File: src/monochrome_page_framebuffer_draw_defines.svh
// Assertion macros for the page framebuffer draw block.
// Used by the top level; needs nothing else.
`ifndef MONOCHROME_PAGE_FRAMEBUFFER_DRAW_DEFINES_SVH
`define MONOCHROME_PAGE_FRAMEBUFFER_DRAW_DEFINES_SVH

// same-cycle implication, off during reset
`define MPFD_ASSERT_IMP(label, clk, rst, ante, cons, msg) \
  label: assert property (@(posedge clk) disable iff (rst) (ante) |-> (cons)) \
    else $error(msg);

// next-cycle implication, off during reset
`define MPFD_ASSERT_NXT(label, clk, rst, ante, cons, msg) \
  label: assert property (@(posedge clk) disable iff (rst) (ante) |=> (cons)) \
    else $error(msg);

// next-cycle implication, checked during reset too
`define MPFD_ASSERT_NXT_ALL(label, clk, ante, cons, msg) \
  label: assert property (@(posedge clk) (ante) |=> (cons)) \
    else $error(msg);

`endif

File: src/mpfd_pkg.sv
// Shared types and constants of the page framebuffer draw block.
// Used by every module of the block; depends on nothing.
`default_nettype none

package mpfd_pkg;

  localparam int MAX_WIDTH_DEF = 128;
  localparam int MAX_PAGES_DEF = 8;

  localparam int ACTION_W     = 3;
  localparam int FIELD_W      = 16;
  localparam int IDX_W        = 10;
  localparam int DATA_W       = 8;
  localparam int BIT_IDX_W    = 3;
  localparam int CW           = 19;
  localparam int CFG_IDX_W    = 1;
  localparam int CFG_DATA_W   = 8;
  localparam int WIDTH_REG_W  = 8;
  localparam int HEIGHT_REG_W = 7;
  localparam int DIV_STEPS    = FIELD_W;

  localparam logic [WIDTH_REG_W-1:0]  WIDTH_RESET  = WIDTH_REG_W'(128);
  localparam logic [HEIGHT_REG_W-1:0] HEIGHT_RESET = HEIGHT_REG_W'(64);

  localparam logic [CFG_IDX_W-1:0] REG_WIDTH_IN_USE  = CFG_IDX_W'(0);
  localparam logic [CFG_IDX_W-1:0] REG_HEIGHT_IN_USE = CFG_IDX_W'(1);

  typedef enum logic [ACTION_W-1:0] {
    ACT_SET_PIXEL   = 3'd0,
    ACT_CLEAR_PIXEL = 3'd1,
    ACT_LINE        = 3'd2,
    ACT_FILL_RECT   = 3'd3,
    ACT_OUTLINE     = 3'd4,
    ACT_CLEAR_ALL   = 3'd5,
    ACT_READ_BYTE   = 3'd6,
    ACT_NOP         = 3'd7
  } action_t;

  typedef enum logic [2:0] {
    SEG_PIXEL,
    SEG_FILL,
    SEG_TOP,
    SEG_BOTTOM,
    SEG_LEFT,
    SEG_RIGHT,
    SEG_VERT
  } seg_t;

  typedef struct packed {
    logic accept;
    logic line_prep;
    logic seg_load;
    seg_t seg;
    logic walk_load;
    logic walk_step;
    logic plot_issue;
    logic plot_src_dda;
    logic plot_clear;
    logic plot_write;
    logic div_start;
    logic dda_load;
    logic dda_step;
    logic sweep_load;
    logic sweep_all;
    logic sweep_step;
    logic read_issue;
    logic read_cap;
    logic out_load;
  } cmd_t;

  typedef struct packed {
    logic is_vert;
    logic walk_empty;
    logic walk_last;
    logic div_done;
    logic dda_ok;
    logic dda_last;
    logic sweep_last;
    logic used_zero;
  } sts_t;

endpackage

`default_nettype wire

File: src/mpfd_ctrl.sv
// Command sequencer of the page framebuffer draw block.
// Depends on mpfd_pkg for the action codes and the command and status types.
`default_nettype none

module mpfd_ctrl (
  input  logic                          clk,
  input  logic                          rst,
  input  logic                          in_valid,
  output logic                          in_stall,
  input  logic [mpfd_pkg::ACTION_W-1:0] action,
  output logic                          out_valid,
  input  logic                          out_stall,
  output mpfd_pkg::cmd_t                cmd,
  input  mpfd_pkg::sts_t                sts
);
  import mpfd_pkg::*;

  typedef enum logic [3:0] {
    S_RST,
    S_CLR,
    S_IDLE,
    S_DECODE,
    S_SEG_A,
    S_SEG_B,
    S_WALK,
    S_PLOT_WR,
    S_SEG_END,
    S_DIV,
    S_DIVW,
    S_DDA_INIT,
    S_DDA,
    S_SWEEP,
    S_READ_CAP,
    S_DONE
  } state_t;

  localparam logic [1:0] LAST_SEG = 2'(3);

  state_t     state, state_next;
  state_t     ret, ret_next;
  action_t    act, act_next;
  logic [1:0] seg_k, seg_k_next;
  logic       out_valid_next;
  seg_t       seg_code;

  always_comb begin
    case (act)
      ACT_FILL_RECT: seg_code = SEG_FILL;
      ACT_LINE:      seg_code = SEG_VERT;
      ACT_OUTLINE: begin
        case (seg_k)
          2'd0:    seg_code = SEG_TOP;
          2'd1:    seg_code = SEG_BOTTOM;
          2'd2:    seg_code = SEG_LEFT;
          default: seg_code = SEG_RIGHT;
        endcase
      end
      default:       seg_code = SEG_PIXEL;
    endcase
  end

  always_comb begin
    state_next     = state;
    ret_next       = ret;
    act_next       = act;
    seg_k_next     = seg_k;
    out_valid_next = out_valid && out_stall;
    cmd            = '0;
    cmd.seg        = seg_code;
    cmd.plot_clear = (act == ACT_CLEAR_PIXEL);
    case (state)
      S_RST: begin
        cmd.sweep_load = 1'b1;
        cmd.sweep_all  = 1'b1;
        state_next     = S_CLR;
      end
      S_CLR: begin
        cmd.sweep_step = 1'b1;
        if (sts.sweep_last) begin
          state_next = S_IDLE;
        end
      end
      S_IDLE: begin
        if (in_valid) begin
          cmd.accept = 1'b1;
          act_next   = action_t'(action);
          seg_k_next = '0;
          state_next = S_DECODE;
        end
      end
      S_DECODE: begin
        case (act)
          ACT_SET_PIXEL, ACT_CLEAR_PIXEL, ACT_FILL_RECT, ACT_OUTLINE: begin
            state_next = S_SEG_A;
          end
          ACT_LINE: begin
            if (sts.is_vert) begin
              state_next = S_SEG_A;
            end else begin
              cmd.line_prep = 1'b1;
              state_next    = S_DIV;
            end
          end
          ACT_CLEAR_ALL: begin
            cmd.sweep_load = 1'b1;
            state_next     = sts.used_zero ? S_DONE : S_SWEEP;
          end
          ACT_READ_BYTE: begin
            cmd.read_issue = 1'b1;
            state_next     = S_READ_CAP;
          end
          default: state_next = S_DONE;
        endcase
      end
      S_SEG_A: begin
        cmd.seg_load = 1'b1;
        state_next   = S_SEG_B;
      end
      S_SEG_B: begin
        cmd.walk_load = 1'b1;
        state_next    = sts.walk_empty ? S_SEG_END : S_WALK;
      end
      S_WALK: begin
        cmd.plot_issue = 1'b1;
        cmd.walk_step  = 1'b1;
        ret_next       = sts.walk_last ? S_SEG_END : S_WALK;
        state_next     = S_PLOT_WR;
      end
      S_PLOT_WR: begin
        cmd.plot_write = 1'b1;
        state_next     = ret;
      end
      S_SEG_END: begin
        if (act == ACT_OUTLINE && seg_k != LAST_SEG) begin
          seg_k_next = seg_k + 2'(1);
          state_next = S_SEG_A;
        end else begin
          state_next = S_DONE;
        end
      end
      S_DIV: begin
        cmd.div_start = 1'b1;
        state_next    = S_DIVW;
      end
      S_DIVW: begin
        if (sts.div_done) begin
          state_next = S_DDA_INIT;
        end
      end
      S_DDA_INIT: begin
        cmd.dda_load = 1'b1;
        state_next   = S_DDA;
      end
      S_DDA: begin
        cmd.dda_step     = 1'b1;
        cmd.plot_src_dda = 1'b1;
        if (sts.dda_ok) begin
          cmd.plot_issue = 1'b1;
          ret_next       = sts.dda_last ? S_DONE : S_DDA;
          state_next     = S_PLOT_WR;
        end else if (sts.dda_last) begin
          state_next = S_DONE;
        end
      end
      S_SWEEP: begin
        cmd.sweep_step = 1'b1;
        if (sts.sweep_last) begin
          state_next = S_DONE;
        end
      end
      S_READ_CAP: begin
        cmd.read_cap = 1'b1;
        state_next   = S_DONE;
      end
      S_DONE: begin
        if (!out_valid || !out_stall) begin
          cmd.out_load   = 1'b1;
          out_valid_next = 1'b1;
          state_next     = S_IDLE;
        end
      end
      default: state_next = S_RST;
    endcase
  end

  always_ff @(posedge clk) begin
    if (rst) begin
      state     <= S_RST;
      ret       <= S_DONE;
      act       <= ACT_NOP;
      seg_k     <= '0;
      out_valid <= 1'b0;
    end else begin
      state     <= state_next;
      ret       <= ret_next;
      act       <= act_next;
      seg_k     <= seg_k_next;
      out_valid <= out_valid_next;
    end
  end

  assign in_stall = (state != S_IDLE);

endmodule

`default_nettype wire

File: config.mk
export PLATFORM = sky130hd
export DESIGN_NAME = mpfd_ctrl
export DESIGN_NICKNAME = d
export VERILOG_FILES = /design/src/monochrome_page_framebuffer_draw_defines.svh /design/src/mpfd_pkg.sv /design/src/mpfd_ctrl.sv
export SDC_FILE = /design/constraint.sdc
export NUM_CORES = 1
export LEC_CHECK = 0
export BUFFER_PORTS_ARGS = -buffer_cell sky130_fd_sc_hd__buf_4
export CAP_MARGIN = 20
export CORE_UTILIZATION = 50
export CTS_BUF_LIST = sky130_fd_sc_hd__clkbuf_4
export DETAILED_ROUTE_END_ITERATION = 16
export PLACE_DENSITY = 0.83
export SYNTH_ARGS = -nofsm -noshare
export SYNTH_HDL_FRONTEND = slang
export SYNTH_SLANG_ARGS = --single-unit
File: constraint.sdc
create_clock -name clk -period 4.6 [get_ports clk]
set_input_delay 0 -clock clk [delete_from_list [all_inputs] [get_ports clk]]
set_output_delay 0 -clock clk [all_outputs]
set_load 0.01 [all_outputs]
After elaboration in Yosys (flattened, before gate mapping)
Cells that the tools add are included.
W data, S select, Z words.
{"block": "word_totals", "ff_bits": 14, "word_cells": 102, "out_inout_bits": 23, "input_bits": 15}
{"block": "op_classes", "mux": 47, "reduce_logical": 16, "addsub": 1, "eq_ne": 33}
{"operator": "$pmux W4 S16", "count": 1}
{"operator": "$mux W4", "count": 12}
{"operator": "$eq A4 B4 Y1 const B", "count": 8}
{"operator": "$mux W1", "count": 23}
{"operator": "$pmux W3 S3", "count": 2}
{"operator": "$eq A4 B3 Y1 const B", "count": 4}
{"operator": "$ne A2 B2 Y1 const B", "count": 8}
{"operator": "$pmux W4 S4", "count": 1}
{"operator": "$eq A3 B3 Y1 const B", "count": 3}
{"operator": "$eq A4 B2 Y1 const B", "count": 2}
{"operator": "$mux W2", "count": 4}
{"operator": "$pmux W4 S2", "count": 1}
{"operator": "$eq A3 B2 Y1 const B", "count": 2}
{"operator": "$reduce_and A6 Y1", "count": 1}
{"operator": "$eq A4 B1 Y1 const B", "count": 1}
{"operator": "$logic_not A4 Y1", "count": 1}
{"operator": "$ne A4 B2 Y1 const B", "count": 1}
{"operator": "$pmux W1 S2", "count": 2}
{"operator": "$pmux W2 S2", "count": 1}
{"operator": "$reduce_and A2 Y1", "count": 2}
{"operator": "$reduce_bool A2 Y1", "count": 2}
{"operator": "$reduce_or A4 Y1", "count": 1}
{"operator": "$eq A3 B1 Y1 const B", "count": 1}
{"operator": "$logic_not A3 Y1", "count": 1}
{"operator": "10 further kinds", "count": 12}

Logic depth before layout (Yosys ltp)
Gate-level depths: netlist of the first run.
{"block": "depth", "ltp_word": 4, "ltp_mapped": 7, "mapped_depth_nobuf": 6}

Worst setup path after synthesis of the first run
No wires, ideal clock.
{"block": "synth_timing", "path_kind": "reg2reg", "from": "register state[0]", "to": "register seg_k[1]", "slack_ns": 2.926, "path_stages_with_launch": 6, "setup_ns": 0.128, "path_buffers": 0, "required_time_ns": 4.472, "period_less_slack_ns": 1.674, "t_arrival_ns": 1.546, "path_cell_list": "dfxtp_1 or4b_4 nor2_2 o21ai_0 a32oi_1 nor2_1"}
{"block": "synth_via", "elab_chain_cells": 3, "word_cells_on_any_way": 7, "cone_classes": "4 x eq/ne; 1 x mux; 2 x reduce/logical"}
{"item": "start: declaration", "line_no": "mpfd_ctrl.sv:39", "text": "state_t state, state_next;"}
{"item": "start signal: assignment", "line_no": "mpfd_ctrl.sv:194", "text": "state <= state_next;"}
{"item": "$eq A4 B4 Y1 or $eq A4 B2 Y1 (tied branches)", "line_no": "mpfd_ctrl.sv:71", "text": "case (state)"}
{"item": "$ne A2 B2 Y1 (no line) or $reduce_bool A2 Y1 (tied branches)"}
{"item": "$reduce_and A3 Y1 (no line)"}
{"item": "end signal: assignment", "line_no": "mpfd_ctrl.sv:197", "text": "seg_k <= seg_k_next;"}
{"item": "end: declaration", "line_no": "mpfd_ctrl.sv:42", "text": "logic [1:0] seg_k, seg_k_next;"}
Several ways; a longest one is shown, not always the timed one.
A chain may end at the register's enable or synchronous reset.

Worst setup path in the final report of the first run
{"block": "layout_timing", "from": "register state[3]", "to": "register state[0]"}
{"block": "layout_via", "elab_chain_cells": 3, "word_cells_on_any_way": 24, "cone_classes": "21 x eq/ne; 1 x mux; 2 x reduce/logical"}
{"item": "$eq A4 B4 Y1 (tied with other cells)", "line_no": "mpfd_ctrl.sv:71"}
{"item": "$ne A3 B3 Y1 (no line) or $ne A2 B2 Y1 (tied branches)"}
{"item": "$reduce_and A6 Y1 (no line)"}
Several ways; a longest one is shown, not always the timed one.

==> results of run 1 <==
worst paths after layout:
check,start,endpoint,slack [ns]
max reg2reg,state[3],state[0],2.32
min,sts[1],state[3],0.07
max,state[3],state[0],2.32
min reg2reg,ret[2],ret[2],0.48
cells by family after synthesis:
kind of cell / after synthesis / share of synthesized area, %
flip-flops: 14 / 24.7
adder cells (fa/ha/maj): 4 / 4.41
buffers and inverters: 16 / 6.61
AO/OA/AOI/OAI: 42 / 24.7
multiplexers: 3 / 2.64
XOR/XNOR: 1 / 0.771
AND/OR/NAND/NOR: 70 / 36.2
through the flow:
step                      cells  hold slack (ns)  instance area [um2]  utilization [%]  total power [mW]
after floorplan             150           0.0775                 1140                -             0.431
after global placement      204            0.220                 1400             68.3             0.524
after detailed placement    204            0.226                 1400             68.3             0.536
after CTS                   214           0.0738                 1480             72.5             0.613
after global routing        214           0.0953                 1480             72.5             0.658
final                       214           0.0702                 1480             72.5             0.621
report_power, final:
group / internal, mW / switching, mW
clock network: 0.0315 / 0.0435
logic: 0.165 / 0.156
registers: 0.140 / 0.0845
layout make-up:
type	count	area (um2)	area share (%)
multi-input combinational	120	781	52.7
timing repair buffer	43	338	22.8
sequential	14	280	18.9
tap	27	33.8	2.28
clock buffer	3	22.5	1.52
inverter	6	22.5	1.52
clock inverter	1	3.75	0.253
layer usage:
layer	vias to the layer above	global-route usage, %	part of all wire, %
li1	620	-	-
met1	621	30.5	44
met2	70	44.4	48
met3	6	3.09	7.2
met4	0	8.57	1.0
met5	-	0	0
worst reg2reg max path, cell delays in order, from the launching register on:
cell,delay (ns)
dfxtp_1,0.78
nand2b_1,0.32
or4_1,0.60
a21boi_0,0.16
and4_1,0.23
nor4_2,0.11
flip-flops by register name, summed over array words and instances (netlist names):
signal     count
act            3
out_valid      1
ret            4
seg_k          2
state          4
placed cells by master, fill, tap and decap left out, types with 2 or more instances in the layout:
cell / count
dfxtp_1: 14
nand2b_1: 13
or4_1: 2
inv_1: 6
nand3b_1: 2
nor2b_1: 4
nor3_1: 7
or2_2: 4
o211ai_1: 3
dlygate4sd3_1: 6
clkbuf_4: 3
o21ai_0: 8
nor2_1: 16
a311oi_1: 2
a31oi_1: 3
nand2_1: 8
ha_1: 4
a21oi_1: 10
mux2i_1: 3
a21boi_0: 2
buf_4: 37
a2111oi_0: 2
nand3_1: 2
==> results.md, run 1 <==
- Status: finished, final reports clean
- Warning count from the yosys run: 0
- Clock-pin slew on the worst setup and hold paths: 0.08 ns
- Source-to-sink clock delay at the later pin of the worst-skew pair: 0.29 ns
- Hold-critical path depth: 3
- Critical path type: flop to flop
- Antenna diodes: 0
- Syn nets: 169
- Quantity of hold-fixing buffers added after cts: 6
- Biggest cell delay along the critical path: 0.78 ns
- Mean instance size in the synthesized netlist: 7.57 um2
- Rel. slew slack: 48.6%
- Per-cell routed wire length: 14.5 um
- ANT nets after route: 0
- Max-cap check violation count: 0
- Max-slew violation count: 0
- Post-synth top flop: dfxtp_1
- Starting Density: 55.6%
- Register-to-Register Path Depth: 5
- Number of fillers in the final layout: 178
- Routability-driven placement congestion ratio: 0.953
- Deepest level of the CTS H-tree: 1
- Row Count: 16
- Port-buffer cells: 37
- Dominant cell type by area after synthesis: dfxtp_1
- Unrepaired setup endpoints after global routing: false
- Transition time of the tightest slew-check pin: 0.752 ns
- Post-place setup slack: 2.38 ns
- Overall die height: 49.7 um
- Fmax achieved: 439 MHz
- Number of sinks driven by the clock tree: 14
- Number of instances in the synthesized netlist: 150
- Cells taking the most area after synthesis: dfxtp_1, nand2b_1, nor2_1
- Horizontal extent of the die: 49.7 um
- Portion of synthesized cell area occupied by the leading cell type: 24.7%
- Largest net degree at the start of global routing: 25
- Number of antenna violations at the first check in global routing: 0
- CTS tree: built
- Most instantiated cells after synthesis: nor2_1, dfxtp_1, nand2b_1
- Number of buffers created by CTS: 3
- Total global-route track usage: 24.9%
- Global route overflow: 0
- Routed vias/inst: 6.15
- PwrDens: 419 nW/um2
- Share of cells above drive strength 1: 26.7%
- Post-cts resize count: 0
- DRC: 0
- Core Region: 2040 um2
- Number of flops mapped to enable cells by yosys: 0
- Async S/R FF share, synth: 0%
- Critical path's slowest cell: dfxtp_1
- Share of the yosys chip area belonging to registers: 24.7%
- Kind of start point of the critical path: flop
- Final Hold Violating Endpoints: 0
- Most common cell in the synthesized netlist: nor2_1
- Drt total wl: 3090 um
- Summed negative setup slack over all endpoints: 0 ns
- Crit. path cell count: 5
- Worst supply voltage drop on vdd: 0.237 mV
- Total via count in the routed design: 1317
- Critical Path End Type: flop
- Die area: 2470 um2
- Post-Synthesis Cell Area: 1140 um2
- Final critical delay including setup and external delays: 2.28 ns
- Crit path arrival time: 2.48 ns
- Type of the tightest min-delay check: input port to flop
- Setup violations, final: 0
- Number of buffers and inverters on the critical path: 0
- Number of detailed-route iterations in the first pass: 4
- Count of pins on the block boundary: 38
- Sequence of cells on the critical path: nand2b_1, or4_1, a21boi_0, and4_1, nor4_2
- Relative area change from synthesis to final layout: 30.4%
- Part of the cycle the worst path needs: 49.6%
- First-pass GRT wire length: 4860 um
- Initial DRC Count: 85
- Worst-path fanout max: 24
- Via count of the first global-routing pass: 1173
- Maximum root-to-sink buffer count: 2
- Worst clock skew on the final layout: 0.00924 ns
- HPWL Detailed: 2190 um
- Category of cells accounting for the largest share of critical-path delay: simple AND/OR/NAND/NOR gates
- Number of storage elements in the synthesis netlist: 14
- Required time of the critical path: 4.80 ns
- Number of nets in the finished design: 207
- Post-CTS setup buffer count: 0
- Number of distinct library cell variants in the gate-level netlist after synthesis: 48
- CTS root buf: clkbuf_4
- Static Leakage: 0.599 nW
- Fin worst setup slack: 2.32 ns
No activity file was read; power rests on OpenSTA's default activity.
==> inputs of run 2 (changes only) <==
Settings changed: CORE_UTILIZATION 50 to 47, PLACE_DENSITY 0.83 to 0.82.
Clock period 4.6 ns to 1.84 ns, I/O delays scaled along.
==> run 2 against run 1 <==
Worst hold slack worse by 0.055 ns. Final area increased by 8.6%. Sequential share of layout area down 1.1 points. Combinational power grew to 3.5 times the previous value. Utilization down 1.2 points. Non-clock buffer count is 14 higher. Clock skew shrank 0.0058 ns. Via count rose by 4.6%. Highest routed layer unchanged.
==> results.md, run 2 (same netlist as run 1, synthesis figures left out) <==
- Total via count in the routed design: 1377 (+4.6%)
- HPWL Detailed: 2610 um (+20%)
- Number of detailed-route iterations in the first pass: 4 (unchanged)
- Unrepaired setup endpoints after global routing: true
- Register-to-Register Path Depth: 5 (unchanged)
- Worst supply voltage drop on vdd: 0.857 mV (+260%)
- Port-buffer cells: 37 (unchanged)
- Share of cells above drive strength 1: 37.5% (+11 points)
- Switching power share of the total: 44.2% (-1.6 points)
- DRC: 0 (unchanged)
- Per-cell routed wire length: 15.6 um (+8.1%)
- Category of cells accounting for the largest share of critical-path delay: simple AND/OR/NAND/NOR gates
- Critical path's slowest cell: or4_4
- P_int: 978 uW (+190%)
- Number of buffers created by CTS: 3 (unchanged)
- Part of the cycle the worst path needs: 97.3%
- Crit. path cell count: 5 (unchanged)
- First-pass GRT wire length: 5830 um (+20%)
- CTS root buf: clkbuf_4
- Top cell by count, worst path: buf_4
- Final critical delay including setup and external delays: 1.79 ns
- ANT nets after route: 0 (unchanged)
- Row Count: 17 (+1)
- Clock-pin slew on the worst setup and hold paths: 0.09 ns (about the same)
- Deepest level of the CTS H-tree: 1 (unchanged)
- Highest routing layer actually used: met4
- Starting Density: 50.4% (-5.2 points)
- Source-to-sink clock delay at the later pin of the worst-skew pair: 0.30 ns (about the same)
- Worst-path fanout max: 15 (-38%)
- Status: finished, final reports clean
- Drt total wl: 3560 um (+15%)
- Final Core Density: 71.4% (-1.2 points)
- Horizontal extent of the die: 51.2 um (+3.0%)
- Number of antenna violations at the first check in global routing: 0 (unchanged)
- Setup violations, final: 0 (unchanged)
- Met3 wirelength from detailed routing: 292 um (+30%)
- Routability-driven placement congestion ratio: 1.01 (+6.3%)
- Number of sinks driven by the clock tree: 14 (unchanged)
- Instance area after placement: 1510 um2 (+8.2%)
- Die area: 2620 um2 (+6.1%)
- Number of buffers and inverters on the critical path: 3 (+3)
- Final Hold Violating Endpoints: 0 (unchanged)
- Kind of start point of the critical path: flop
- Critical path type: flop to output pin
- Type of the tightest min-delay check: input port to flop
- Transition time of the tightest slew-check pin: 0.546 ns (-0.206 ns)
- Post-CTS setup buffer count: 0 (unchanged)
- Number of fillers in the final layout: 181 (+1.7%)
- Post-placement cell count: 220 (+7.8%)
- Tightest hold margin: 0.0154 ns (-0.0548 ns)
- Summed area of non-filler cells in the final layout: 1610 um2 (+8.6%)
- Relative area change from synthesis to final layout: 41.6%
- Overall die height: 51.2 um (+3.0%)
- Maximum root-to-sink buffer count: 2 (unchanged)
- Flop2flop setup slack: 0.06 ns (-2.26 ns)
- Crit path arrival time: 1.79 ns (-0.69 ns)
- Required time of the critical path: 1.84 ns (-2.96 ns)
- Max-cap check violation count: 0 (unchanged)
- Count of pins on the block boundary: 38 (unchanged)
- Regs by FF count: ret: 4 flops, state: 4 flops, act: 3 flops
- Global route overflow: 0 (unchanged)
- Biggest cell delay along the critical path: 0.55 ns (-0.23 ns)
- Critical Path End Type: output pin
- PwrDens: 1090 nW/um2 (+160%)
- Count of placed standard cells in the final layout, fillers left out: 228 (+6.5%)
- Core Region: 2250 um2 (+10%)
- Fin worst setup slack: 0.0489 ns (-2.27 ns)
- Comb pwr share: 63.3% (+12 points)
- Commonest cells after routing, fill and taps aside: buf_4, nor2_1, nand2b_1, a21oi_1, dfxtp_1
- Fmax achieved: 558 MHz
- Post-place setup slack: 0.0614 ns (-2.32 ns)
- Switching power of the nets: 776 uW (+170%)
- Fraction of power consumed by the clock network: 10.8% (-1.3 points)
- Share of power burned in registers: 25.9% (-10 points)
- Met2 routed WL: 1720 um (+15%)
- CTS tree: built
- Sequence of cells on the critical path: buf_4, or4_4, buf_4, o21ai_0, buf_4
- Most common cell after layout, fill and taps aside: buf_4
- Total power after layout: 1.75 mW (+180%)
- Total global-route track usage: 29.9% (+5.0 points)
- Initial DRC Count: 73 (-14%)
- Length of routed wiring on met1: 1480 um (+9.8%)
- Antenna diodes: 0 (unchanged)
- Via count of the first global-routing pass: 1242 (+5.9%)
- Hold-critical path depth: 3 (unchanged)
- Largest net degree at the start of global routing: 16 (-36%)
- Worst clock skew on the final layout: 0.00343 ns (-0.00581 ns)
- Number of nets in the finished design: 221 (+6.8%)
- Max-slew violation count: 0 (unchanged)
- Static Leakage: 0.667 nW (+11%)
- Rel. slew slack: 62.7% (+14 points)
- Summed negative setup slack over all endpoints: 0 ns (unchanged)
- Routed vias/inst: 6.04 (-1.9%)
==> run 2: changes by cell type in the layout (fill, tap and decap cells not counted), sizes merged <==
cell and change:
buf +15, clkinv -1, dlygate4sd3 -1
==> run 2: tightest hold or removal path: stages <==
cell     delay (ns)
buf_4          0.08
nand2_1        0.07
a21oi_1        0.12
==> run 2: final timing paths <==
path | startpoint | to
min reg2reg | seg_k[0] | seg_k[0]
min | out_stall | out_valid
max reg2reg | state[0] | state[0]
max | state[0] | cmd[5]
==> run 2: metal layers <==
metal,up-vias,GRT usage [%]
met3,11,3.57
met2,81,48.5
li1,646,-
met1,639,40.6
met5,-,0
met4,0,10.2
==> run 2: cell type report <==
| cell class | count | area (um2) | area share (%) |
|---|---|---|---|
| Timing Repair Buffer | 57 | 440 | 27.4 |
| Inverter | 6 | 22.5 | 1.40 |
| Clock buffer | 3 | 22.5 | 1.40 |
| Tap cell | 28 | 35.0 | 2.18 |
| Multi-Input combinational cell | 120 | 802 | 49.8 |
| Sequential cell | 14 | 287 | 17.8 |
==> run 2: power by group through the flow <==
stage	Sequential (mW)	Clock [mW]	Combinational, mW
detailed placement	0.449	0	1.05
global route	0.466	0.202	1.21
floorplan	0.407	0	0.671
finish	0.455	0.189	1.11
global placement	0.442	0	1.02
CTS	0.443	0.190	1.06
==> run 2: repair_timing <==
item                                    4_1_cts  5_1_grt
hold buffers                                  5        0
resized for setup                             0       10
endpoints found under the hold margin         9        0
endpoints found under the setup margin        0        8
